### src/velocity_divergence_removal_stencil_macros.svh
// Assertion macros shared by the velocity divergence removal stencil RTL.
// Every macro expects a clock named clk and an active-low reset named arst_n in scope.
// Define NO_ASSERTIONS to compile all checks away.
`ifndef VELOCITY_DIVERGENCE_REMOVAL_STENCIL_MACROS_SVH
`define VELOCITY_DIVERGENCE_REMOVAL_STENCIL_MACROS_SVH
`ifndef NO_ASSERTIONS
// The condition holds at every clock edge outside reset.
`define VDR_ASSERT(label, cond, msg) \
	label: assert property (@(posedge clk) disable iff (!arst_n) (cond)) \
		else $error(msg);
// The trigger implies the condition in the same cycle.
`define VDR_ASSERT_IMPL(label, trig, cond, msg) \
	label: assert property (@(posedge clk) disable iff (!arst_n) (trig) |-> (cond)) \
		else $error(msg);
// The trigger implies the condition in the next cycle.
`define VDR_ASSERT_NEXT(label, trig, cond, msg) \
	label: assert property (@(posedge clk) disable iff (!arst_n) (trig) |=> (cond)) \
		else $error(msg);
`else
`define VDR_ASSERT(label, cond, msg)
`define VDR_ASSERT_IMPL(label, trig, cond, msg)
`define VDR_ASSERT_NEXT(label, trig, cond, msg)
`endif
`endif

### src/vdr_ram.sv
// Generic single-write, single-read RAM with a registered read port.
// Depends on nothing; holds the line stores of the stencil.
module vdr_ram #(
	parameter int WIDTH = 64,
	parameter int DEPTH = 64
) (
	input  logic                     clk,
	input  logic                     we,
	input  logic [$clog2(DEPTH)-1:0] waddr,
	input  logic [WIDTH-1:0]         wdata,
	input  logic                     re,
	input  logic [$clog2(DEPTH)-1:0] raddr,
	output logic [WIDTH-1:0]         rdata
);

	logic [WIDTH-1:0] mem_q [DEPTH];

	// Write port, and a read port that returns the old word on a collision.
	always_ff @(posedge clk) begin
		if (we) begin
			mem_q[waddr] <= wdata;
		end
		if (re) begin
			rdata <= mem_q[raddr];
		end
	end

endmodule

### config.mk
export PLATFORM = sky130hd
export DESIGN_NAME = vdr_ram
export DESIGN_NICKNAME = d
export VERILOG_FILES = /design/src/velocity_divergence_removal_stencil_macros.svh /design/src/vdr_ram.sv
export SDC_FILE = /design/constraint.sdc
export NUM_CORES = 2
export LEC_CHECK = 0
export ABC_CLOCK_PERIOD_IN_PS = 7300
export CORE_UTILIZATION = 40
export CTS_BUF_LIST = sky130_fd_sc_hd__clkbuf_16
export CTS_CLUSTER_SIZE = 12
export DETAILED_ROUTE_END_ITERATION = 8
export DONT_BUFFER_PORTS = 1
export GPL_ROUTABILITY_DRIVEN = 1
export PLACE_DENSITY = 0.61
export SETUP_SLACK_MARGIN = 0.5
export SYNTH_ARGS = -nofsm -noshare
export SYNTH_HDL_FRONTEND = slang
export SYNTH_SLANG_ARGS = --single-unit
### constraint.sdc
create_clock -name clk -period 7.3 [get_ports clk]
set_input_delay 0.365 -clock clk [delete_from_list [all_inputs] [get_ports clk]]
set_output_delay 0.365 -clock clk [all_outputs]
set_load 0.005 [all_outputs]
==> flow_summary_export.csv <==
group,metric,value,unit
clock_network,clockBufferDepth,4,
synthesis,async_flop_share,0,
setup_path,worstSetupStartpointType,"input port",
synthesis,synth_area_per_cell,23.79,um^2
synthesis,syn_area,157000,um^2
synthesis,yosys-top-cells-area,"edfxtp_1 (80%), mux4_2 (15%), mux2i_1 (0.86%), a22oi_1 (0.80%), buf_2 (0.54%)",
clock_network,post_cts_resized,0,
power_and_ir_drop,pwr-share-comb,0.046,
floorplanning,top_level_ports,143,
power_and_ir_drop,internal-power,38.04,mW
layout,fillCellCount,31650,
setup_path,path_cells,"buf_16 > buf_16 > and2_4 > buf_4 > buf_4 > a22oi_1 > and3_1 > a211oi_1",
global_routing,grt_pass1_vias,75440,
floorplanning,row_count,229,
floorplanning,die_area,395000,um^2
power_and_ir_drop,ir_worst_vdd,0.2091,mV
setup_path,cp.required,7.98,ns
drt,topRoutingLayerUsed,"met5",
drt,drt-vias-per-instance,6.020,
synthesis,ys_seq_area_frac,0.7957,
synthesis,synth_top_area_frac,0.7957,
placement,gp_congestion,0.7662,
synthesis,yosysWarnings,0,
drt,wl_per_cell,34.78,um
synthesis,synth_fp_nets,6677,
setup_path,arrival,4.98,ns
setup_path,cp_num_buf_inv,4,
layout,drive_gt1_frac,0.2549,
synthesis,synth_edf_count,4160,
clock_network,cts.sinks,4160,
clock_network,cts-buffers-inserted,415,
layout,multi_input_area,30790,um^2
floorplanning,core_region_area,390000,um^2
synthesis,ys_top_cells_by_count,"edfxtp_1 (4160), mux4_2 (1024), buf_2 (170)",
drt,dr.first_iter.drc_count,10090,
global_routing,grt_pass1_wl,598000,um
timing,slew_headroom,-0.1283,
setup_path,cp_top_family,"buffers and inverters",
drt,ant_nets,0,
layout,fin_nets,7022,
timing,whs,0.09059,ns
timing,setup_tns,0,ns
clock_network,clk_pin_slew_worst_paths,0.06,ns
setup_path,crit_slowest_cell,"buf_16",
timing,clock-skew-final,0.09366,ns
timing,hold_violations,0,
clock_network,cts_tree,"done",
drt,met3WireLength,36910,um
power_and_ir_drop,p_switching,10.22,mW
floorplanning,die_x,628.5,um
drt,met2_length,212400,um
placement,dp.cells,11590,
drt,route.detailed.drc,0,
drt,drt-met1-wl,169700,um
floorplanning,initial_core_util,0.4026,
timing,finalMaxSlewViolations,105,
placement,dpl.hpwl,217600,um
layout,stdcell_count,12400,
power_and_ir_drop,clkPwrFrac,0.402,
power_and_ir_drop,power_density,270.2,nW/um^2
synthesis,synth.distinct_cells,32,
setup_path,path_max_fanout,179,
layout,seqCellArea,124900,um^2
outcome,status,"complete, but fails checks",
power_and_ir_drop,seq_power_share,0.552,
power_and_ir_drop,swShare,0.2117,
power_and_ir_drop,p_leak,55.12,nW
min_path,min_path_type,"in2reg",
setup_path,crit_type,"in2reg",
global_routing,grt_use_total,0.2151,
clock_network,cts_root_buf,"clkbuf_16",
layout,syn_to_final_growth,13.76,%
layout,fin_area,178600,um^2
timing,rsz0062_at_grt,"false",
setup_path,max_stage_delay,0.83,ns
drt,wirelength,431200,um
power_and_ir_drop,total_power,48.26,mW
global_routing,antenna_found_initial,11,
clock_network,cts_setup_buffers,0,
placement,io_buffers,0,
synthesis,synthCells,6598,
synthesis,yosysTopAreaCell,"edfxtp_1",
timing,setup_viol,0,
timing,min_period,4.302,ns
synthesis,ys_seq_elements,4160,
placement,place_area,164000,um^2
drt,vias,74640,
drt,first_pass_iters,5,
floorplanning,die_h,628.5,um
timing,max_freq,0.2324,GHz
clock_network,htree_levels,5,
global_routing,grt_remaining_overflow,0,
synthesis,post-synth-top-count-cell,"edfxtp_1",
outcome,violations,"slew limit",
synthesis,yosys_most_used_dff,"edfxtp_1",
flow_run,drv_cap,0,
setup_path,cp-end-kind,"flop",
clock_network,insertion_delay,1.01,ns
timing,worst_pin_slew,1.692,ns
global_routing,grt_max_degree,412,
timing,period_share,0.5893,
[power by group through the flow]
stage                     Combinational, mW  Clock (mW)  Sequential (mW)
after floorplan                        1.23           0             27.0
after global placement                 1.71           0             27.1
after detailed placement               1.71           0             27.1
after CTS                              2.21        19.7             26.6
after global routing                   2.36        20.5             26.6
final                                  2.24        19.4             26.6
[cell usage in the layout, fill, tap and decap left out, types with 19 or more instances in the layout]
master         instances
a211oi_1              60
a22o_1                88
a22oi_1              168
a2bb2oi_1             19
a41oi_1               26
and3_1                64
buf_12                42
buf_16                62
buf_4                123
clkbuf_16            423
clkinv_1              72
clkinv_2              20
dlygate4sd3_1         71
edfxtp_1            4160
inv_1                142
mux2i_1              135
mux4_2              1024
nand2_1               56
nand3_1               45
nor2_1                47
nor2_4                65
nor2b_1               24
o221ai_1              38
o22ai_1               83
or2_2                 28
or3_1                 29
[what timing repair did]
item                                     CTS  global route
hold buffers                             136             0
endpoints found under the setup margin     0             0
hold endpoints to repair                4303             0
[worst paths after layout]
path | start | to | slack (ns) | cells past startpoint
max | raddr[2] | rdata[5] | 3.00 | 8
min | raddr[4] | rdata[10] | 0.09 | 3
max reg2reg | mem_q[53][52] | rdata[52] | 4.95 | 5
min reg2reg | mem_q[54][44] | rdata[44] | 0.92 | 4
[worst min-delay path: stages]
cell and delay (ns):
o221ai_1 0.11, o22ai_1 0.14, and3_1 0.19
[logic make-up (layout without fill, tap and decap cells)]
logic type      after synthesis  count (layout)  synth area share
buf+inv                     389             986           0.01176
other cells                   0               7                 0
mux                        1159            1159            0.1555
compound gates              504             504           0.02467
flops                      4160            4160            0.7957
simple gates                386             386           0.01235
[metrics by stage]
stage | setup slack, ns | utilization
2_1_floorplan | 1.499 | -
3_3_place_gp | 2.034 | 0.4206
3_5_place_dp | 2.642 | 0.4207
4_1_cts | 3.679 | 0.4578
5_1_grt | 2.949 | 0.4580
6_report | 2.998 | 0.4580
[registers in the layout, summed over array words and instances (netlist names)]
register  count
mem_q      4096
rdata        64
[layout make-up]
cell class / instances / share of cell area
Antenna cell: 7 / 0.00009808
Clock buffer: 423 / 0.05927
Clock inverter: 246 / 0.008533
Inverter: 19 / 0.0003993
Multi-Input combinational cell: 2049 / 0.1724
Sequential cell: 4160 / 0.6995
Tap cell: 5197 / 0.03641
Timing Repair Buffer: 298 / 0.02341
[metal layers]
| metal | GRT usage | vias to the layer above |
|---|---|---|
| met5 | 0 | - |
| met4 | 0.05831 | 2 |
| met3 | 0.03653 | 613 |
| met2 | 0.3567 | 3747 |
| met1 | 0.2953 | 41100 |
| li1 | - | 29180 |
Note: power is estimated with default switching activity, not from simulation.
