**src/velocity_divergence_removal_stencil_macros.svh**
```systemverilog
// Assertion macros shared by the velocity divergence removal stencil RTL.
// Every macro expects a clock named clk and an active-low reset named arst_n in scope.
// Define NO_ASSERTIONS to compile all checks away.
`ifndef VELOCITY_DIVERGENCE_REMOVAL_STENCIL_MACROS_SVH
`define VELOCITY_DIVERGENCE_REMOVAL_STENCIL_MACROS_SVH
`ifndef NO_ASSERTIONS
// The condition holds at every clock edge outside reset.
`define VDR_ASSERT(label, cond, msg) \
	label: assert property (@(posedge clk) disable iff (!arst_n) (cond)) \
		else $error(msg);
// The trigger implies the condition in the same cycle.
`define VDR_ASSERT_IMPL(label, trig, cond, msg) \
	label: assert property (@(posedge clk) disable iff (!arst_n) (trig) |-> (cond)) \
		else $error(msg);
// The trigger implies the condition in the next cycle.
`define VDR_ASSERT_NEXT(label, trig, cond, msg) \
	label: assert property (@(posedge clk) disable iff (!arst_n) (trig) |=> (cond)) \
		else $error(msg);
`else
`define VDR_ASSERT(label, cond, msg)
`define VDR_ASSERT_IMPL(label, trig, cond, msg)
`define VDR_ASSERT_NEXT(label, trig, cond, msg)
`endif
`endif

```
**src/vdr_pkg.sv**
```systemverilog
// Shared types, constants and helpers for the velocity divergence removal stencil.
// Used by every module of the block but vdr_ram; depends on nothing.
package vdr_pkg;

	// Width of one velocity component and of the exact stencil sums.
	localparam int COMP_BITS = 16;
	localparam int SUM_BITS = COMP_BITS + 5;

	// Configuration register widths and reset values.
	localparam int FW_BITS = 7;
	localparam int FH_BITS = 13;
	localparam int CFG_DATA_BITS = FH_BITS;
	localparam int ROW_BITS = 13;
	localparam int HEIGHT_LIMIT = 4096;
	localparam logic [FW_BITS-1:0] FRAME_WIDTH_RESET = 7'd64;
	localparam logic [FH_BITS-1:0] FRAME_HEIGHT_RESET = 13'd64;
	localparam int DEFAULT_MAX_WIDTH = 64;

	// Configuration register indexes.
	typedef enum logic [0:0] {
		REG_FRAME_WIDTH  = 1'b0,
		REG_FRAME_HEIGHT = 1'b1
	} cfg_reg_t;

	// One input item.
	typedef struct packed {
		logic                        action;
		logic signed [COMP_BITS-1:0] vel_x;
		logic signed [COMP_BITS-1:0] vel_y;
	} sample_t;

	// One result item.
	typedef struct packed {
		logic signed [COMP_BITS-1:0] out_x;
		logic signed [COMP_BITS-1:0] out_y;
		logic                        frame_last;
	} result_t;

	// A velocity pair as held in the window and line stores.
	typedef struct packed {
		logic signed [COMP_BITS-1:0] x;
		logic signed [COMP_BITS-1:0] y;
	} pair_t;

	// One line memory word: two rows back and one row back of a column.
	typedef struct packed {
		pair_t upper;
		pair_t middle;
	} line_t;

	// Position flags of one item, from the scan counters to the datapath.
	typedef struct packed {
		logic ignore;
		logic produce;
		logic last;
		logic left_ok;
		logic right_ok;
		logic up_ok;
		logic down_ok;
		logic narrow;
	} pos_info_t;

	// Sign-extend a component to the sum width.
	function automatic logic signed [SUM_BITS-1:0] widen(input logic signed [COMP_BITS-1:0] v);
		return {{(SUM_BITS - COMP_BITS){v[COMP_BITS-1]}}, v};
	endfunction

endpackage

```
**src/vdr_kernel.sv**
```systemverilog
// Gradient-of-divergence stencil arithmetic on a registered 3x3 window.
// Depends on vdr_pkg; purely combinational.
module vdr_kernel (
	input  vdr_pkg::pair_t [8:0]  win,
	input  vdr_pkg::pos_info_t    pos,
	output vdr_pkg::result_t      res
);

	localparam int SW = vdr_pkg::SUM_BITS;
	localparam int CW = vdr_pkg::COMP_BITS;

	logic signed [SW-1:0] mx [9];
	logic signed [SW-1:0] my [9];
	logic [2:0]           col_ok;
	logic [2:0]           row_ok;
	logic signed [SW-1:0] sx;
	logic signed [SW-1:0] sy;
	logic signed [SW-1:0] tx;
	logic signed [SW-1:0] ty;

	// Clamp an exact sum to the signed component range.
	function automatic logic [CW-1:0] sat(input logic signed [SW-1:0] v);
		if ((&v[SW-1:CW-1]) || !(|v[SW-1:CW-1])) begin
			return v[CW-1:0];
		end
		return v[SW-1] ? {1'b1, {(CW - 1){1'b0}}} : {1'b0, {(CW - 1){1'b1}}};
	endfunction

	// Neighbours outside the frame read as zero.
	always_comb begin
		col_ok = {pos.right_ok, 1'b1, pos.left_ok};
		row_ok = {pos.down_ok, 1'b1, pos.up_ok};
		for (int k = 0; k < 9; k++) begin
			if (col_ok[k % 3] && row_ok[k / 3]) begin
				mx[k] = vdr_pkg::widen(win[k].x);
				my[k] = vdr_pkg::widen(win[k].y);
			end else begin
				mx[k] = '0;
				my[k] = '0;
			end
		end
	end

	// Exact stencil sums, floor of one eighth, then the centre vector added.
	always_comb begin
		sx = mx[0] - my[0] - (mx[1] <<< 1) + mx[2] + my[2] + (mx[3] <<< 1)
			- (mx[4] <<< 2) + (mx[5] <<< 1) + mx[6] + my[6] - (mx[7] <<< 1)
			+ mx[8] - my[8];
		sy = my[0] - mx[0] + (my[1] <<< 1) + mx[2] + my[2] - (my[3] <<< 1)
			- (my[4] <<< 2) - (my[5] <<< 1) + mx[6] + my[6] + (my[7] <<< 1)
			- mx[8] + my[8];
		tx = vdr_pkg::widen(win[4].x) + (sx >>> 3);
		ty = vdr_pkg::widen(win[4].y) + (sy >>> 3);
		res.out_x      = sat(tx);
		res.out_y      = sat(ty);
		res.frame_last = pos.last;
	end

endmodule

```
**config.mk**
```make
export PLATFORM = sky130hd
export DESIGN_NAME = vdr_kernel
export DESIGN_NICKNAME = d
export VERILOG_FILES = /design/src/velocity_divergence_removal_stencil_macros.svh /design/src/vdr_pkg.sv /design/src/vdr_kernel.sv
export SDC_FILE = /design/constraint.sdc
export NUM_CORES = 1
export LEC_CHECK = 0
export BUFFER_PORTS_ARGS = -buffer_cell sky130_fd_sc_hd__buf_2
export CAP_MARGIN = 30
export CORE_MARGIN = 1.5
export CORE_UTILIZATION = 42
export DETAILED_ROUTE_END_ITERATION = 10
export GPL_TIMING_DRIVEN = 0
export PLACE_DENSITY = 0.66
export SYNTH_ARGS = -nofsm -noshare
export SYNTH_HDL_FRONTEND = slang
export SYNTH_SLANG_ARGS = --single-unit
export TNS_END_PERCENT = 100
```
**constraint.sdc**
```tcl
create_clock -name vclk -period 12.1
set_input_delay 1.21 -clock vclk [all_inputs]
set_output_delay 1.21 -clock vclk [all_outputs]
set_load 0.02 [all_outputs]
```
==> results.toml <==
[logic_synthesis]
synthDistinctLibCells = 72
yosys_warnings = 0
ys_seq_area_frac = 0
ys_top_cells_by_area = "fa_1 (50%), inv_1 (13%), ha_1 (7.3%), nand2_1 (4.4%), and2_1 (3.5%)"
netlist_instances = 1758
avgSynthCellArea_sq_um = 8.61
yosysTopAreaCell = "fa_1"
synth_commonest_cells = "inv_1 (530), fa_1 (382), nand2_1 (176)"
syn_area_sq_um = 15100
yosysTopAreaCellShare = 0.505
synth_most_common_cell = "inv_1"
synthesis.nets = 2524

[sta]
period_minus_slack_ns = 11.68
final_hold_viol_count = 0
drv_slew = 0
relSlewSlack = 0.351
post-route-period-util = 0.965
rsz0062_at_grt = "no"
tns_ns = 0
tightest_slew_ns = 0.973
setup_viol = 0
fmax_mhz = 85.6

[hold_path]
hold_path_class = "in2out"
whs_path_depth = 2
hold_start = "pos[5]"
min_to = "res[0]"

[placed_design]
numPortBuffers = 325
dpl.hpwl_um = 48300
gp_congestion = 0.996

[critical_path]
worstSetupPathType = "in2out"
critPathArrivalTime_ns = 10.47
cpMostUsedCell = "fa_1"
slowest_stage = "clkbuf_1"
end_kind = "output pin"
cp-start-kind = "input pin"
required_ns = 10.89
max_stage_delay_ns = 0.62
cp_max_fo = 10

[floorplanning]
die_height_um = 193
start_util = 0.426
io_pins = 329
dieArea_sq_um = 37200
fp-row-count = 69
core-area_sq_um = 35600
dieWidth_um = 193

[drt]
firstDrtPassIters = 5
first_iter_violations = 727
wire_per_inst_um = 20.6
drc = 0
viasPerCell = 5.08
drt-total-wl_um = 52500
vias = 12937
antenna_left = 0

[finish]
nClkBuffers = 0
n_fill_cell = 3593
area_delta_synth_final_pct = 14.7
nets = 2851
regArea_sq_um = 0
drive_gt1_frac = 0.175
n_sequential_cell = 0

[global_routing]
overflow = 0
grt_use_total = 0.292
grt_pass1_wl_um = 79300
grt_max_degree = 11
grt_pass1_vias = 14026
antenna_found_initial = 10

[flow_run]
drv_cap = 0

[run_status]
status = "complete, no violations"

[cts]
cts_setup_buffers = 0
cts_resized = 0
hold_buffers = 0
per-stage QoR:
stage | instance area (sq um) | std cells | util | hold slack [ns] | worst slack, ns
floorplan | 15100 | 1758 | - | 2.53 | 2.18
global placement | 17300 | 2544 | 0.488 | 2.64 | 0.173
detailed placement | 17400 | 2545 | 0.488 | 2.64 | 0.139
CTS | 17400 | 2545 | 0.488 | 2.64 | 0.0987
global route | 17400 | 2546 | 0.488 | 2.65 | 0.0159
finish | 17400 | 2549 | 0.488 | 2.64 | 0.423
final cells by class:
cell class	count	area, sq um	area share
antenna	5	12.5	0.000720
buffer	42	188	0.0108
inverter	530	1990	0.115
multi-input combinational	1185	13000	0.746
tap	461	577	0.0332
timing repair buffer	326	1640	0.0945
worst max-delay path, delay by kind of cell:
kind	cells	cell delay, ns
and+or+nand+nor	7	2.19
AOI/OAI and AO/OA	10	2.17
adders and majority gates	7	3.32
buffers and inverters	6	1.55
worst max path at each step:
stage          startpoint       to  slack, ns  cells after the start
6_report           pos[1]   res[5]       0.42                     30
5_1_grt            pos[1]   res[5]       0.02                     30
4_1_cts            pos[4]  res[10]        0.1                     30
3_5_place_dp       pos[4]  res[10]       0.14                     30
3_3_place_gp       pos[4]  res[10]       0.17                     30
2_1_floorplan      pos[3]   res[5]       2.18                     28
routing by layer:
metal	part of all wire	up-vias	GRT usage
met4	0.029	6	0.0686
met2	0.50	520	0.522
met5	0.00086	-	0
met1	0.40	6405	0.382
met3	0.072	57	0.0256
li1	-	5949	-
cells by family (layout without fill, tap and decap cells):
group | after synthesis | count (layout) | synth area share
compound gates | 229 | 229 | 0.0996
xor+xnor | 62 | 62 | 0.0359
fa+ha+maj | 470 | 470 | 0.578
buf+inv | 573 | 898 | 0.144
mux | 2 | 2 | 0.00132
other cells | 0 | 5 | 0
simple gates | 422 | 422 | 0.142
layout by cell type (no fill, tap or decap), types with 28 or more instances in the layout:
| cell type | n |
|---|---|
| and2_1 | 84 |
| fa_1 | 382 |
| and3_1 | 32 |
| o21ai_0 | 33 |
| nor2_1 | 33 |
| clkbuf_1 | 28 |
| ha_1 | 88 |
| a21oi_1 | 68 |
| nand2_1 | 176 |
| inv_1 | 530 |
| buf_2 | 332 |
| xnor2_1 | 40 |
Power is left out: the tool's default activity adds up to more than one toggle a clock period on the data nets, which glitch-free logic cannot reach.
