`src/velocity_divergence_removal_stencil_macros.svh`:
```
// Assertion macros shared by the velocity divergence removal stencil RTL.
// Every macro expects a clock named clk and an active-low reset named arst_n in scope.
// Define NO_ASSERTIONS to compile all checks away.
`ifndef VELOCITY_DIVERGENCE_REMOVAL_STENCIL_MACROS_SVH
`define VELOCITY_DIVERGENCE_REMOVAL_STENCIL_MACROS_SVH
`ifndef NO_ASSERTIONS
// The condition holds at every clock edge outside reset.
`define VDR_ASSERT(label, cond, msg) \
	label: assert property (@(posedge clk) disable iff (!arst_n) (cond)) \
		else $error(msg);
// The trigger implies the condition in the same cycle.
`define VDR_ASSERT_IMPL(label, trig, cond, msg) \
	label: assert property (@(posedge clk) disable iff (!arst_n) (trig) |-> (cond)) \
		else $error(msg);
// The trigger implies the condition in the next cycle.
`define VDR_ASSERT_NEXT(label, trig, cond, msg) \
	label: assert property (@(posedge clk) disable iff (!arst_n) (trig) |=> (cond)) \
		else $error(msg);
`else
`define VDR_ASSERT(label, cond, msg)
`define VDR_ASSERT_IMPL(label, trig, cond, msg)
`define VDR_ASSERT_NEXT(label, trig, cond, msg)
`endif
`endif

```
`src/vdr_pkg.sv`:
```
// Shared types, constants and helpers for the velocity divergence removal stencil.
// Used by every module of the block but vdr_ram; depends on nothing.
package vdr_pkg;

	// Width of one velocity component and of the exact stencil sums.
	localparam int COMP_BITS = 16;
	localparam int SUM_BITS = COMP_BITS + 5;

	// Configuration register widths and reset values.
	localparam int FW_BITS = 7;
	localparam int FH_BITS = 13;
	localparam int CFG_DATA_BITS = FH_BITS;
	localparam int ROW_BITS = 13;
	localparam int HEIGHT_LIMIT = 4096;
	localparam logic [FW_BITS-1:0] FRAME_WIDTH_RESET = 7'd64;
	localparam logic [FH_BITS-1:0] FRAME_HEIGHT_RESET = 13'd64;
	localparam int DEFAULT_MAX_WIDTH = 64;

	// Configuration register indexes.
	typedef enum logic [0:0] {
		REG_FRAME_WIDTH  = 1'b0,
		REG_FRAME_HEIGHT = 1'b1
	} cfg_reg_t;

	// One input item.
	typedef struct packed {
		logic                        action;
		logic signed [COMP_BITS-1:0] vel_x;
		logic signed [COMP_BITS-1:0] vel_y;
	} sample_t;

	// One result item.
	typedef struct packed {
		logic signed [COMP_BITS-1:0] out_x;
		logic signed [COMP_BITS-1:0] out_y;
		logic                        frame_last;
	} result_t;

	// A velocity pair as held in the window and line stores.
	typedef struct packed {
		logic signed [COMP_BITS-1:0] x;
		logic signed [COMP_BITS-1:0] y;
	} pair_t;

	// One line memory word: two rows back and one row back of a column.
	typedef struct packed {
		pair_t upper;
		pair_t middle;
	} line_t;

	// Position flags of one item, from the scan counters to the datapath.
	typedef struct packed {
		logic ignore;
		logic produce;
		logic last;
		logic left_ok;
		logic right_ok;
		logic up_ok;
		logic down_ok;
		logic narrow;
	} pos_info_t;

	// Sign-extend a component to the sum width.
	function automatic logic signed [SUM_BITS-1:0] widen(input logic signed [COMP_BITS-1:0] v);
		return {{(SUM_BITS - COMP_BITS){v[COMP_BITS-1]}}, v};
	endfunction

endpackage

```
`src/vdr_scan.sv`:
```
// Configuration registers and raster position counters of the stencil.
// Depends on vdr_pkg and the assertion macro header.
`include "velocity_divergence_removal_stencil_macros.svh"

module vdr_scan #(
	parameter int MAX_WIDTH = vdr_pkg::DEFAULT_MAX_WIDTH
) (
	input  logic                                clk,
	input  logic                                arst_n,
	input  logic                                cfg_valid,
	input  vdr_pkg::cfg_reg_t                   cfg_index,
	input  logic [vdr_pkg::CFG_DATA_BITS-1:0]   cfg_data,
	input  logic                                accept,
	input  logic                                action,
	output logic [$clog2(MAX_WIDTH)-1:0]        col,
	output vdr_pkg::pos_info_t                  pos
);

	localparam int IW = $clog2(MAX_WIDTH);
	localparam int EW = IW + 1;
	localparam int YW = vdr_pkg::ROW_BITS + 2;

	logic [vdr_pkg::FW_BITS-1:0]  fw_q;
	logic [vdr_pkg::FH_BITS-1:0]  fh_q;
	logic [IW-1:0]                col_q;
	logic [vdr_pkg::ROW_BITS-1:0] row_q;

	logic [EW-1:0]                w_eff;
	logic [vdr_pkg::FH_BITS-1:0]  h_eff;
	logic [IW-1:0]                col_cur;
	logic [IW-1:0]                xc;
	logic [YW-1:0]                yc;
	logic [YW-2:0]                yc_lo;
	logic [YW-2:0]                h_ext;
	logic                         wrap;

	// Clamp the configured frame size to the supported range.
	always_comb begin
		if (fw_q == '0) begin
			w_eff = EW'(1);
		end else if (32'(fw_q) > 32'(MAX_WIDTH)) begin
			w_eff = EW'(MAX_WIDTH);
		end else begin
			w_eff = EW'(fw_q);
		end
		if (fh_q == '0) begin
			h_eff = vdr_pkg::FH_BITS'(1);
		end else if (fh_q > vdr_pkg::FH_BITS'(vdr_pkg::HEIGHT_LIMIT)) begin
			h_eff = vdr_pkg::FH_BITS'(vdr_pkg::HEIGHT_LIMIT);
		end else begin
			h_eff = fh_q;
		end
	end

	// Centre position of the window after this item enters it.
	always_comb begin
		col_cur = (EW'(col_q) >= w_eff) ? '0 : col_q;
		xc = (col_cur != '0) ? col_cur - IW'(1) : IW'(w_eff - EW'(1));
		yc = {2'b00, row_q} - YW'((col_cur != '0) ? 1 : 2);
		yc_lo = yc[YW-2:0];
		h_ext = {1'b0, h_eff};
		wrap = (EW'(col_cur) + EW'(1)) >= w_eff;

		pos.ignore   = action && (col_cur == '0) && (row_q == '0);
		pos.produce  = !yc[YW-1] && (yc_lo < h_ext);
		pos.last     = (EW'(xc) == w_eff - EW'(1)) && (yc_lo == h_ext - (YW-1)'(1));
		pos.left_ok  = xc != '0;
		pos.right_ok = (EW'(xc) + EW'(1)) < w_eff;
		pos.up_ok    = !yc[YW-1] && (yc != '0);
		pos.down_ok  = (yc_lo + (YW-1)'(1)) < h_ext;
		pos.narrow   = w_eff == EW'(1);
	end

	assign col = col_cur;

	// Registers and counters; a configuration write restarts the frame.
	always_ff @(posedge clk or negedge arst_n) begin
		if (!arst_n) begin
			fw_q  <= vdr_pkg::FRAME_WIDTH_RESET;
			fh_q  <= vdr_pkg::FRAME_HEIGHT_RESET;
			col_q <= '0;
			row_q <= '0;
		end else if (cfg_valid) begin
			unique case (cfg_index)
				vdr_pkg::REG_FRAME_WIDTH: begin
					fw_q <= cfg_data[vdr_pkg::FW_BITS-1:0];
				end
				vdr_pkg::REG_FRAME_HEIGHT: begin
					fh_q <= cfg_data;
				end
			endcase
			col_q <= '0;
			row_q <= '0;
		end else if (accept && !pos.ignore) begin
			if (pos.produce && pos.last) begin
				col_q <= '0;
				row_q <= '0;
			end else if (wrap) begin
				col_q <= '0;
				row_q <= row_q + vdr_pkg::ROW_BITS'(1);
			end else begin
				col_q <= col_cur + IW'(1);
			end
		end
	end

	`VDR_ASSERT(a_col_in_frame, EW'(col_q) < w_eff, "column counter beyond frame width")
	`VDR_ASSERT_NEXT(a_last_restarts, accept && !cfg_valid && !pos.ignore && pos.produce && pos.last, (col_q == '0) && (row_q == '0), "frame did not restart after its last pixel")
	`VDR_ASSERT_NEXT(a_ignore_holds, accept && !cfg_valid && pos.ignore, $stable(col_q) && $stable(row_q), "ignored flush moved the counters")

endmodule

```
`config.mk`:
```
export PLATFORM = sky130hd
export DESIGN_NAME = vdr_scan
export DESIGN_NICKNAME = d
export VERILOG_FILES = /design/src/vdr_pkg.sv /design/src/vdr_scan.sv
export VERILOG_INCLUDE_DIRS = /design/src /design/src/src
export SDC_FILE = /design/constraint.sdc
export NUM_CORES = 1
export LEC_CHECK = 0
export BUFFER_PORTS_ARGS = -buffer_cell sky130_fd_sc_hd__clkbuf_2
export CAP_MARGIN = 20
export CORE_ASPECT_RATIO = 0.7
export CORE_MARGIN = 3
export CORE_UTILIZATION = 60
export CTS_BUF_LIST = sky130_fd_sc_hd__clkbuf_4 sky130_fd_sc_hd__clkbuf_8
export CTS_CLUSTER_SIZE = 20
export DETAILED_ROUTE_END_ITERATION = 7
export PLACE_DENSITY = 0.79
export SLEW_MARGIN = 5
export SYNTH_ARGS = -nofsm -noshare
export SYNTH_HDL_FRONTEND = slang
export SYNTH_SLANG_ARGS = --single-unit
export TNS_END_PERCENT = 20
```
`constraint.sdc`:
```
create_clock -name clk -period 8.3 [get_ports clk]
set_clock_uncertainty 0.1 [all_clocks]
set_input_delay 1.245 -clock clk [delete_from_list [all_inputs] [get_ports clk]]
set_output_delay 1.245 -clock clk [all_outputs]
set_load 0.005 [all_outputs]
```
==> flow_summary.toml, run 1 <==
[route]
drc = 0
viasPerCell = 6.49
wl_per_cell_um = 17.9
drtIter0Drc = 511
wl_met2_mm = 5.34
antenna_left = 0
drt_pass1_iterations = 5
wl_met1_mm = 6.36
dr_total_vias = 4705
routed_wl_mm = 13.0
wl_met3_mm = 1.10
top_layer_used = "met4"

[cts]
cts_buffer_depth = 2
root_buffer = "clkbuf_8"
path_clk_slew_ns = 0.08
htree_levels = 2
cts_buffers = 5
cts_sinks = 39
cts_tree = "done"
clock_latency_ns = 0.31

[die]
ios = 33
start_util_pct = 63.7
fp.dieW_um = 113
coreArea_mm2 = 0.00755
die_area_mm2 = 0.00914
die_h_um = 80.9
rows = 26

[layout]
nets = 704
nFillCells = 633
diodes = 0
syn_to_final_growth_pct = 9.86
drive_gt1_share_pct = 15.6

[setup_path]
start_kind = "flip-flop"
crit_fanout = 13
path_class = "reg -> out"
worstPathArrival_ns = 6.62
endpoint_kind = "primary output"
cp.required_ns = 6.95

[yosys]
synthTopCellsByArea = "dfrtp_1 (19%), ha_1 (15%), xnor2_1 (5.5%)"
yosysWarnings = 0
ys_seq_elements = 39
synth-main-ff-cell = "dfrtp_1"
ys_seq_area_share_pct = 20.4
synth_area_mm2 = 0.00481
synth_fp_nets = 676
synth_edf_count = 0
synth_top_cell_by_area = "dfrtp_1"
avgSynthCellArea_um2 = 8.04
syn_inst = 598
synth_cell_types = 66
synth_top_area_share_pct = 19.3
synthArstFlopShare_pct = 100

[place]
gp_congestion = 0.992
place.port_buffers = 32
dp_hpwl_mm = 10.2

[global_route]
grt_pass1_wl_mm = 21.0
gr-total-overflow = 0
grt_max_degree = 40
track_usage_pct = 28.5
first_global_vias = 4152
grt_antenna_before_repair = 0

[pwr]
power.leakage_nw = 2.31
max-vdd-ir-drop_uv = 171
p_total_w = 0.00154
powerDensity_mw_per_mm2 = 292

[timing]
max-slew-margin-rel_pct = 48.9
timing.final.crit_share_pct = 96.0
fin_tns_setup_ns = 0
finalHoldViolCount = 0
fmax_ghz = 0.126
grt_setup_unrepaired = "false"
setup_viol = 0
period_minus_slack_ns = 7.97
worst_pin_slew_ns = 0.759
drv_slew = 0

[worst_hold_path]
min_path_type = "reg -> reg"

[run]
cap_violations = 0

[outcome]
status = "finished, final reports clean"
==> flip-flops by register name (all words and copies together) (netlist names) <==
signal	flops
fh_q	13
row_q	13
fw_q	7
col_q	6
==> final timing paths <==
check,slack (ns),cells after the start,endpoint,start
max in group asynchronous,6.75,2,fh_q[6]$_DFFE_PN1P_,arst_n
min in group asynchronous,0.78,1,row_q[8]$_DFFE_PN0P_,arst_n
setup reg to reg,1.22,27,row_q[8]$_DFFE_PN0P_,fw_q[6]$_DFFE_PN1P_
hold / removal,0.49,1,fw_q[0]$_DFFE_PN0P_,fw_q[0]$_DFFE_PN0P_
hold reg to reg,0.49,1,fw_q[0]$_DFFE_PN0P_,fw_q[0]$_DFFE_PN0P_
setup / recovery,0.33,27,pos[1],fw_q[6]$_DFFE_PN1P_
==> per-layer routing <==
layer	vias to the layer above	track usage, %
met5	-	0
met2	232	41.7
met3	35	5.36
met4	0	5.40
li1	2233	-
met1	2205	43.6
==> what timing repair did <==
item	CTS	global route
pin swaps	0	1
gates resized for setup	1	9
buffers inserted	0	7
hold buffers	0	0
endpoints found under the setup margin	1	1
cloned	0	0
==> through the flow <==
step / util, % / hold slack (ns) / instance area [um2] / worst slack [ns] / std cells
floorplan: - / 0.419 / 4810 / 0.480 / 598
global placement: 66.8 / 0.460 / 5040 / 0.641 / 709
detailed placement: 66.8 / 0.463 / 5040 / 0.313 / 709
CTS: 68.4 / 0.481 / 5160 / 0.174 / 717
global route: 70.0 / 0.501 / 5280 / 0.00808 / 725
finish: 70.0 / 0.488 / 5280 / 0.333 / 725
==> critical path, stage by stage (launching register included) <==
cell	delay (ns)
dfstp_2	0.64
clkinvlp_4	0.22
nand2_1	0.19
ha_1	0.29
nor2b_1	0.15
a22o_1	0.24
a21oi_4	0.22
and2_1	0.22
inv_1	0.06
ha_1	0.17
buf_4	0.17
o21ai_1	0.12
ha_1	0.19
inv_1	0.05
fa_1	0.42
or4_4	0.60
nor2_1	0.21
xnor2_2	0.19
nor3_2	0.26
nand2_1	0.10
xnor2_1	0.18
ha_1	0.33
a21o_1	0.19
a21oi_1	0.18
a21oi_1	0.10
a211o_1	0.27
a211oi_1	0.22
clkbuf_2	0.15
==> cell type report <==
type / count / area, um2 / share of cell area, %
Clock inverter: 2 / 35.0 / 0.663
Multi-Input combinational cell: 498 / 3630 / 68.7
Timing Repair Buffer: 49 / 308 / 5.83
Tap cell: 98 / 123 / 2.32
Clock buffer: 6 / 82.6 / 1.56
Sequential cell: 39 / 978 / 18.5
Inverter: 33 / 128 / 2.42
==> synthesized netlist by cell type (5+ instances only) <==
cell      count
nand4_1      13
nor4_1        7
or3_1         7
nor2b_1      10
dfrtp_1      37
o21a_1        8
nor2_1       34
and2_1        8
o21ai_0      21
clkbuf_1     21
xnor2_1      30
nand2_1      63
mux2_2       20
and3_1        5
buf_2         5
nand3_1      30
inv_1        32
ha_1         58
o311ai_1      9
mux2i_1       5
or4_1         6
a31oi_1       5
a21oi_1      31
nor3_1       33
nand2b_1     11
a21o_1        9
xor2_1       18
==> power by group <==
group | switching (W) | internal (W)
Combinational | 0.000654 | 0.000474
Sequential | 0.0000360 | 0.000210
Clock | 0.0000704 | 0.0000973
Total | 0.000761 | 0.000781
==> layout by cell type, fill, tap and decap left out, drive strengths merged, types with 8 or more instances in the layout <==
master / n
nand2: 63
ha: 58
clkbuf: 38
dfrtp: 37
nor2: 34
nor3: 33
inv: 31
a21oi: 31
nand3: 30
xnor2: 30
o21ai: 24
mux2: 20
xor2: 19
buf: 17
nand4: 13
nand2b: 11
nor2b: 10
nor4: 10
a21o: 9
o311ai: 9
and2: 8
o21a: 8
==> kinds of logic after synthesis <==
family | Yosys count | share of synthesized area, %
and+or+nand+nor | 246 | 26.9
AOI/OAI and AO/OA | 117 | 16.5
buffers and inverters | 61 | 5.05
adders and majority gates | 59 | 15.5
xor gates and xnor gates | 51 | 10.0
DFF | 39 | 20.4
muxes | 25 | 5.73
No activity file was read; power rests on OpenSTA's default activity.
==> run 2, diff against run 1 <==
- CORE_UTILIZATION: 60 -> 35
- PLACE_DENSITY: 0.79 -> unset
==> run 2 against run 1 <==
  * Sequential share of layout area down 0.079 points
  * Setup slack better by 0.19 ns
  * First-iteration DRC count down 42%
  * Cell count up 11%
  * Die area up 66%
  * Sequential cell count unchanged
  * Non-clock buffer count down 7
  * Critical path depth down 2
  * Hold slack worse by 0.00056 ns
  * Critical path type unchanged
  * Highest routed layer unchanged
==> flow_summary.toml, run 2 (same netlist as run 1, synthesis figures left out) <==
[global_route]
first_global_vias = 4261
gr-total-overflow = 0
grt_antenna_before_repair = 0
grt_pass1_wl_mm = 22.3
grt_max_degree = 40
track_usage_pct = 17.7

[place]
dp_hpwl_mm = 10.8
pre_cts_slack_ns = 0.635
gp_congestion = 0.926
place_area_mm2 = 0.00515
place.port_buffers = 32

[route]
drt_pass1_iterations = 5
routed_wl_mm = 13.6
antenna_left = 0
viasPerCell = 5.69
drtIter0Drc = 294
drc = 0
dr_total_vias = 4578
wl_per_cell_um = 16.9

[setup_path]
critPathMaxStageDelay_ns = 0.61
crit_fanout = 13
slowest_stage = "or4_4"
path_delay_family = "simple AND/OR/NAND/NOR gates"
start_kind = "flip-flop"
path_class = "reg -> out"
worstPathArrival_ns = 6.43
cp.required_ns = 6.95
endpoint_kind = "primary output"
path_buf_inv = 4

[layout]
drive_gt1_share_pct = 14.5
mostFrequentLayoutCell = "nand2_1"
multi_input_area_mm2 = 0.00362
final_cell_mix = "nand2_1 (62), ha_1 (57), dfrtp_1 (37)"
nets = 697
diodes = 0
seq_area_um2 = 978
finalInstanceArea_mm2 = 0.00530
syn_to_final_growth_pct = 10.3
nFillCells = 1371
reg_top3 = "fh_q x13, row_q x13, fw_q x7"

[die]
coreArea_mm2 = 0.0133
ios = 33
die_area_mm2 = 0.0152
die_h_um = 104
start_util_pct = 36.1
rows = 35
fp.dieW_um = 146

[timing]
worst_pin_slew_ns = 0.734
setup_viol = 0
finalHoldViolCount = 0
drv_slew = 0
fmax_ghz = 0.129
max-slew-margin-rel_pct = 50.7
fin_hold_ws_ns = 0.487
period_minus_slack_ns = 7.77
timing.final.crit_share_pct = 93.7
setup_slack_ns = 0.526
fin_tns_setup_ns = 0

[cts]
ctsHoldBuffers = 0
cts_tree = "done"
cts_sinks = 39
clock_latency_ns = 0.29
path_clk_slew_ns = 0.07
root_buffer = "clkbuf_8"
htree_levels = 2
cts_buffer_depth = 2
cts_buffers = 5

[pwr]
power.leakage_nw = 2.27
max-vdd-ir-drop_uv = 86.3
powerDensity_mw_per_mm2 = 283
p_total_w = 0.00150

[worst_hold_path]
min_path_type = "reg -> reg"

[outcome]
status = "finished, final reports clean"

[run]
cap_violations = 0
run 2: changes by cell type in the layout (fill, tap and decap cells not counted), sizes merged:
cell	change
clkinv	-1
clkinvlp	-1
buf	-7
clkbuf	+2
bufinv	-1
inv	+1
run 2: routing by layer:
layer / track usage, % / vias up / part of all wire [%]
li1: - / 2215 / -
met1: 27.6 / 2213 / 51
met2: 25.1 / 141 / 42
met3: 4.14 / 9 / 6.9
met4: 2.28 / 0 / 0.53
met5: 0 / - / 0
run 2: path summary, 6_finish.rpt:
| path | startpoint | endpoint | slack (ns) | cells after the start |
|---|---|---|---|---|
| worst max register to register | fw_q[6]$_DFFE_PN1P_ | row_q[7]$_DFFE_PN0P_ | 1.40 | 25 |
| worst min-delay path | fw_q[5]$_DFFE_PN0P_ | fw_q[5]$_DFFE_PN0P_ | 0.49 | 1 |
| min in group asynchronous | arst_n | fh_q[9]$_DFFE_PN0P_ | 0.70 | 1 |
| worst min register to register | fw_q[5]$_DFFE_PN0P_ | fw_q[5]$_DFFE_PN0P_ | 0.49 | 1 |
| worst max-delay path | fw_q[6]$_DFFE_PN1P_ | pos[1] | 0.53 | 25 |
| max in group asynchronous | arst_n | fw_q[6]$_DFFE_PN1P_ | 6.88 | 2 |
run 2: per-stage QoR:
step	util, %	cells
floorplan	-	598
global placement	38.7	796
detailed placement	38.7	796
CTS	39.4	804
global route	39.8	805
finish	39.8	805
run 2: cell type report:
class / instances / share of cell area (%)
well taps: 185 / 4.36
flip-flops and latches: 39 / 18.4
clock buffers: 8 / 1.96
repair buffers: 42 / 4.67
inverters: 33 / 2.34
multi-input cells: 498 / 68.2
run 2: repair_timing:
action / CTS / global route
resized for setup: 0 / 7
buffers inserted: 0 / 0
endpoints found under the setup margin: 0 / 1
run 2: power breakdown:
| part | switching [W] | internal, W | total, W |
|---|---|---|---|
| clock network | 0.0000659 | 0.0000791 | 0.000145 |
| logic | 0.000638 | 0.000470 | 0.00111 |
| registers | 0.0000374 | 0.000210 | 0.000247 |
| total | 0.000741 | 0.000758 | 0.00150 |
==> run 3, diff against run 2 <==
- CELL_PAD_IN_SITES_DETAIL_PLACEMENT: unset -> 1
- CELL_PAD_IN_SITES_GLOBAL_PLACEMENT: unset -> 1
- PLACE_DENSITY_LB_ADDON: unset -> 0.1
==> run 3 against run 2 <==
  * Register-to-register slack lost 0.33 ns
  * Critical path depth is 1 higher
  * Wire length is 13% higher
  * Sequential share of layout area shrank 0.28 points
  * Critical path type unchanged
  * Critical endpoint unchanged
==> flow_summary.toml, run 3 (same netlist as run 1, synthesis figures left out) <==
[route]
dr_total_vias = 4610
drtIter0Drc = 213
routed_wl_mm = 15.4
wl_per_cell_um = 19.0
antenna_left = 0
drc = 0
viasPerCell = 5.67
drt_pass1_iterations = 5

[timing]
drv_slew = 0
grt_setup_unrepaired = "false"
finalHoldViolCount = 0
setup_slack_ns = 0.419
fin_tns_setup_ns = 0
max-slew-margin-rel_pct = 43.3
worst_pin_slew_ns = 0.842
period_minus_slack_ns = 7.88
setup_viol = 0
fmax_ghz = 0.127
timing.final.crit_share_pct = 95.0

[layout]
nets = 705
syn_to_final_growth_pct = 12.0
final_util_pct = 40.5
final_cell_mix = "nand2_1 (61), ha_1 (58), dfrtp_1 (37)"
nFillCells = 1641
mostFrequentLayoutCell = "nand2_1"
diodes = 0
reg_top3 = "fh_q x13, row_q x13, fw_q x7"
drive_gt1_share_pct = 15.9

[place]
place.port_buffers = 32
pre_cts_slack_ns = 0.503
gp_congestion = 0.872
dp_hpwl_mm = 12.3

[cts]
htree_levels = 2
clock_latency_ns = 0.30
ctsHoldBuffers = 0
cts_buffers = 5
root_buffer = "clkbuf_8"
cts_sinks = 39
path_clk_slew_ns = 0.08
cts_tree = "done"
cts_buffer_depth = 2

[die]
fp.dieW_um = 146
start_util_pct = 36.1
rows = 35
ios = 33
die_h_um = 104
coreArea_mm2 = 0.0133
die_area_mm2 = 0.0152

[setup_path]
start_kind = "flip-flop"
worstPathArrival_ns = 6.54
endpoint_kind = "primary output"
crit_top_cell = "ha_1"
path_class = "reg -> out"
slowest_stage = "dfstp_2"
path_delay_family = "compound AO/OA/AOI/OAI gates"
path_buf_inv = 4
crit_fanout = 10
cp.required_ns = 6.95
critPathMaxStageDelay_ns = 0.67

[global_route]
track_usage_pct = 20.2
gr-total-overflow = 0
grt_antenna_before_repair = 0
grt_max_degree = 40
first_global_vias = 4692
grt_pass1_wl_mm = 25.2

[pwr]
powerDensity_mw_per_mm2 = 288
power.leakage_nw = 2.31
max-vdd-ir-drop_uv = 92.5
p_total_w = 0.00155

[outcome]
status = "finished, final reports clean"

[run]
cap_violations = 0

[worst_hold_path]
min_path_type = "reg -> reg"
-- run 3: power by group --
group | total, W | leakage, nW | internal (W) | switching, W
Combinational | 0.00114 | 1.75 | 0.000478 | 0.000658
Clock | 0.000169 | 0.0612 | 0.0000973 | 0.0000716
Sequential | 0.000248 | 0.496 | 0.000209 | 0.0000386
Total | 0.00155 | 2.31 | 0.000784 | 0.000769
-- run 3: repair_timing --
| action | in CTS | in global routing |
|---|---|---|
| setup endpoints to repair | 0 | 1 |
| gates resized for setup | 0 | 9 |
| setup buffers | 0 | 5 |
-- run 3: metal layers --
metal / track usage (%) / vias up / share of wire [%]
li1: - / 2233 / -
met1: 31.4 / 2282 / 54
met2: 30.5 / 82 / 42
met3: 2.92 / 13 / 3.4
met4: 1.88 / 0 / 0.62
met5: 0 / - / 0
-- run 3: layout make-up --
class                   count  area (um2)  area share, %
flip-flops and latches     39         978           18.2
repair buffers             50         308           5.72
clock inverters             2        35.0          0.651
multi-input cells         498        3620           67.3
clock buffers               6        82.6           1.53
inverters                  33         128           2.37
well taps                 185         231           4.30
-- run 3: per-stage QoR --
| stage | hold WS, ns | cell area, um2 | instances |
|---|---|---|---|
| 6_report | 0.506 | 5390 | 813 |
| 5_1_grt | 0.522 | 5390 | 813 |
| 4_1_cts | 0.499 | 5290 | 807 |
| 3_5_place_dp | 0.477 | 5170 | 799 |
| 3_3_place_gp | 0.446 | 5170 | 799 |
| 2_1_floorplan | 0.419 | 4810 | 598 |
-- run 3: path summary, 6_finish.rpt --
| kind | start | endpoint | slack (ns) | depth (start not counted) |
|---|---|---|---|---|
| max | fw_q[6]$_DFFE_PN1P_ | pos[1] | 0.42 | 26 |
| min | fw_q[1]$_DFFE_PN0P_ | fw_q[1]$_DFFE_PN0P_ | 0.51 | 1 |
| max reg2reg | fw_q[6]$_DFFE_PN1P_ | row_q[3]$_DFFE_PN0P_ | 1.07 | 26 |
| min reg2reg | fw_q[1]$_DFFE_PN0P_ | fw_q[1]$_DFFE_PN0P_ | 0.51 | 1 |
| max in group asynchronous | arst_n | fh_q[6]$_DFFE_PN1P_ | 6.82 | 2 |
| min in group asynchronous | arst_n | fh_q[9]$_DFFE_PN0P_ | 0.74 | 1 |
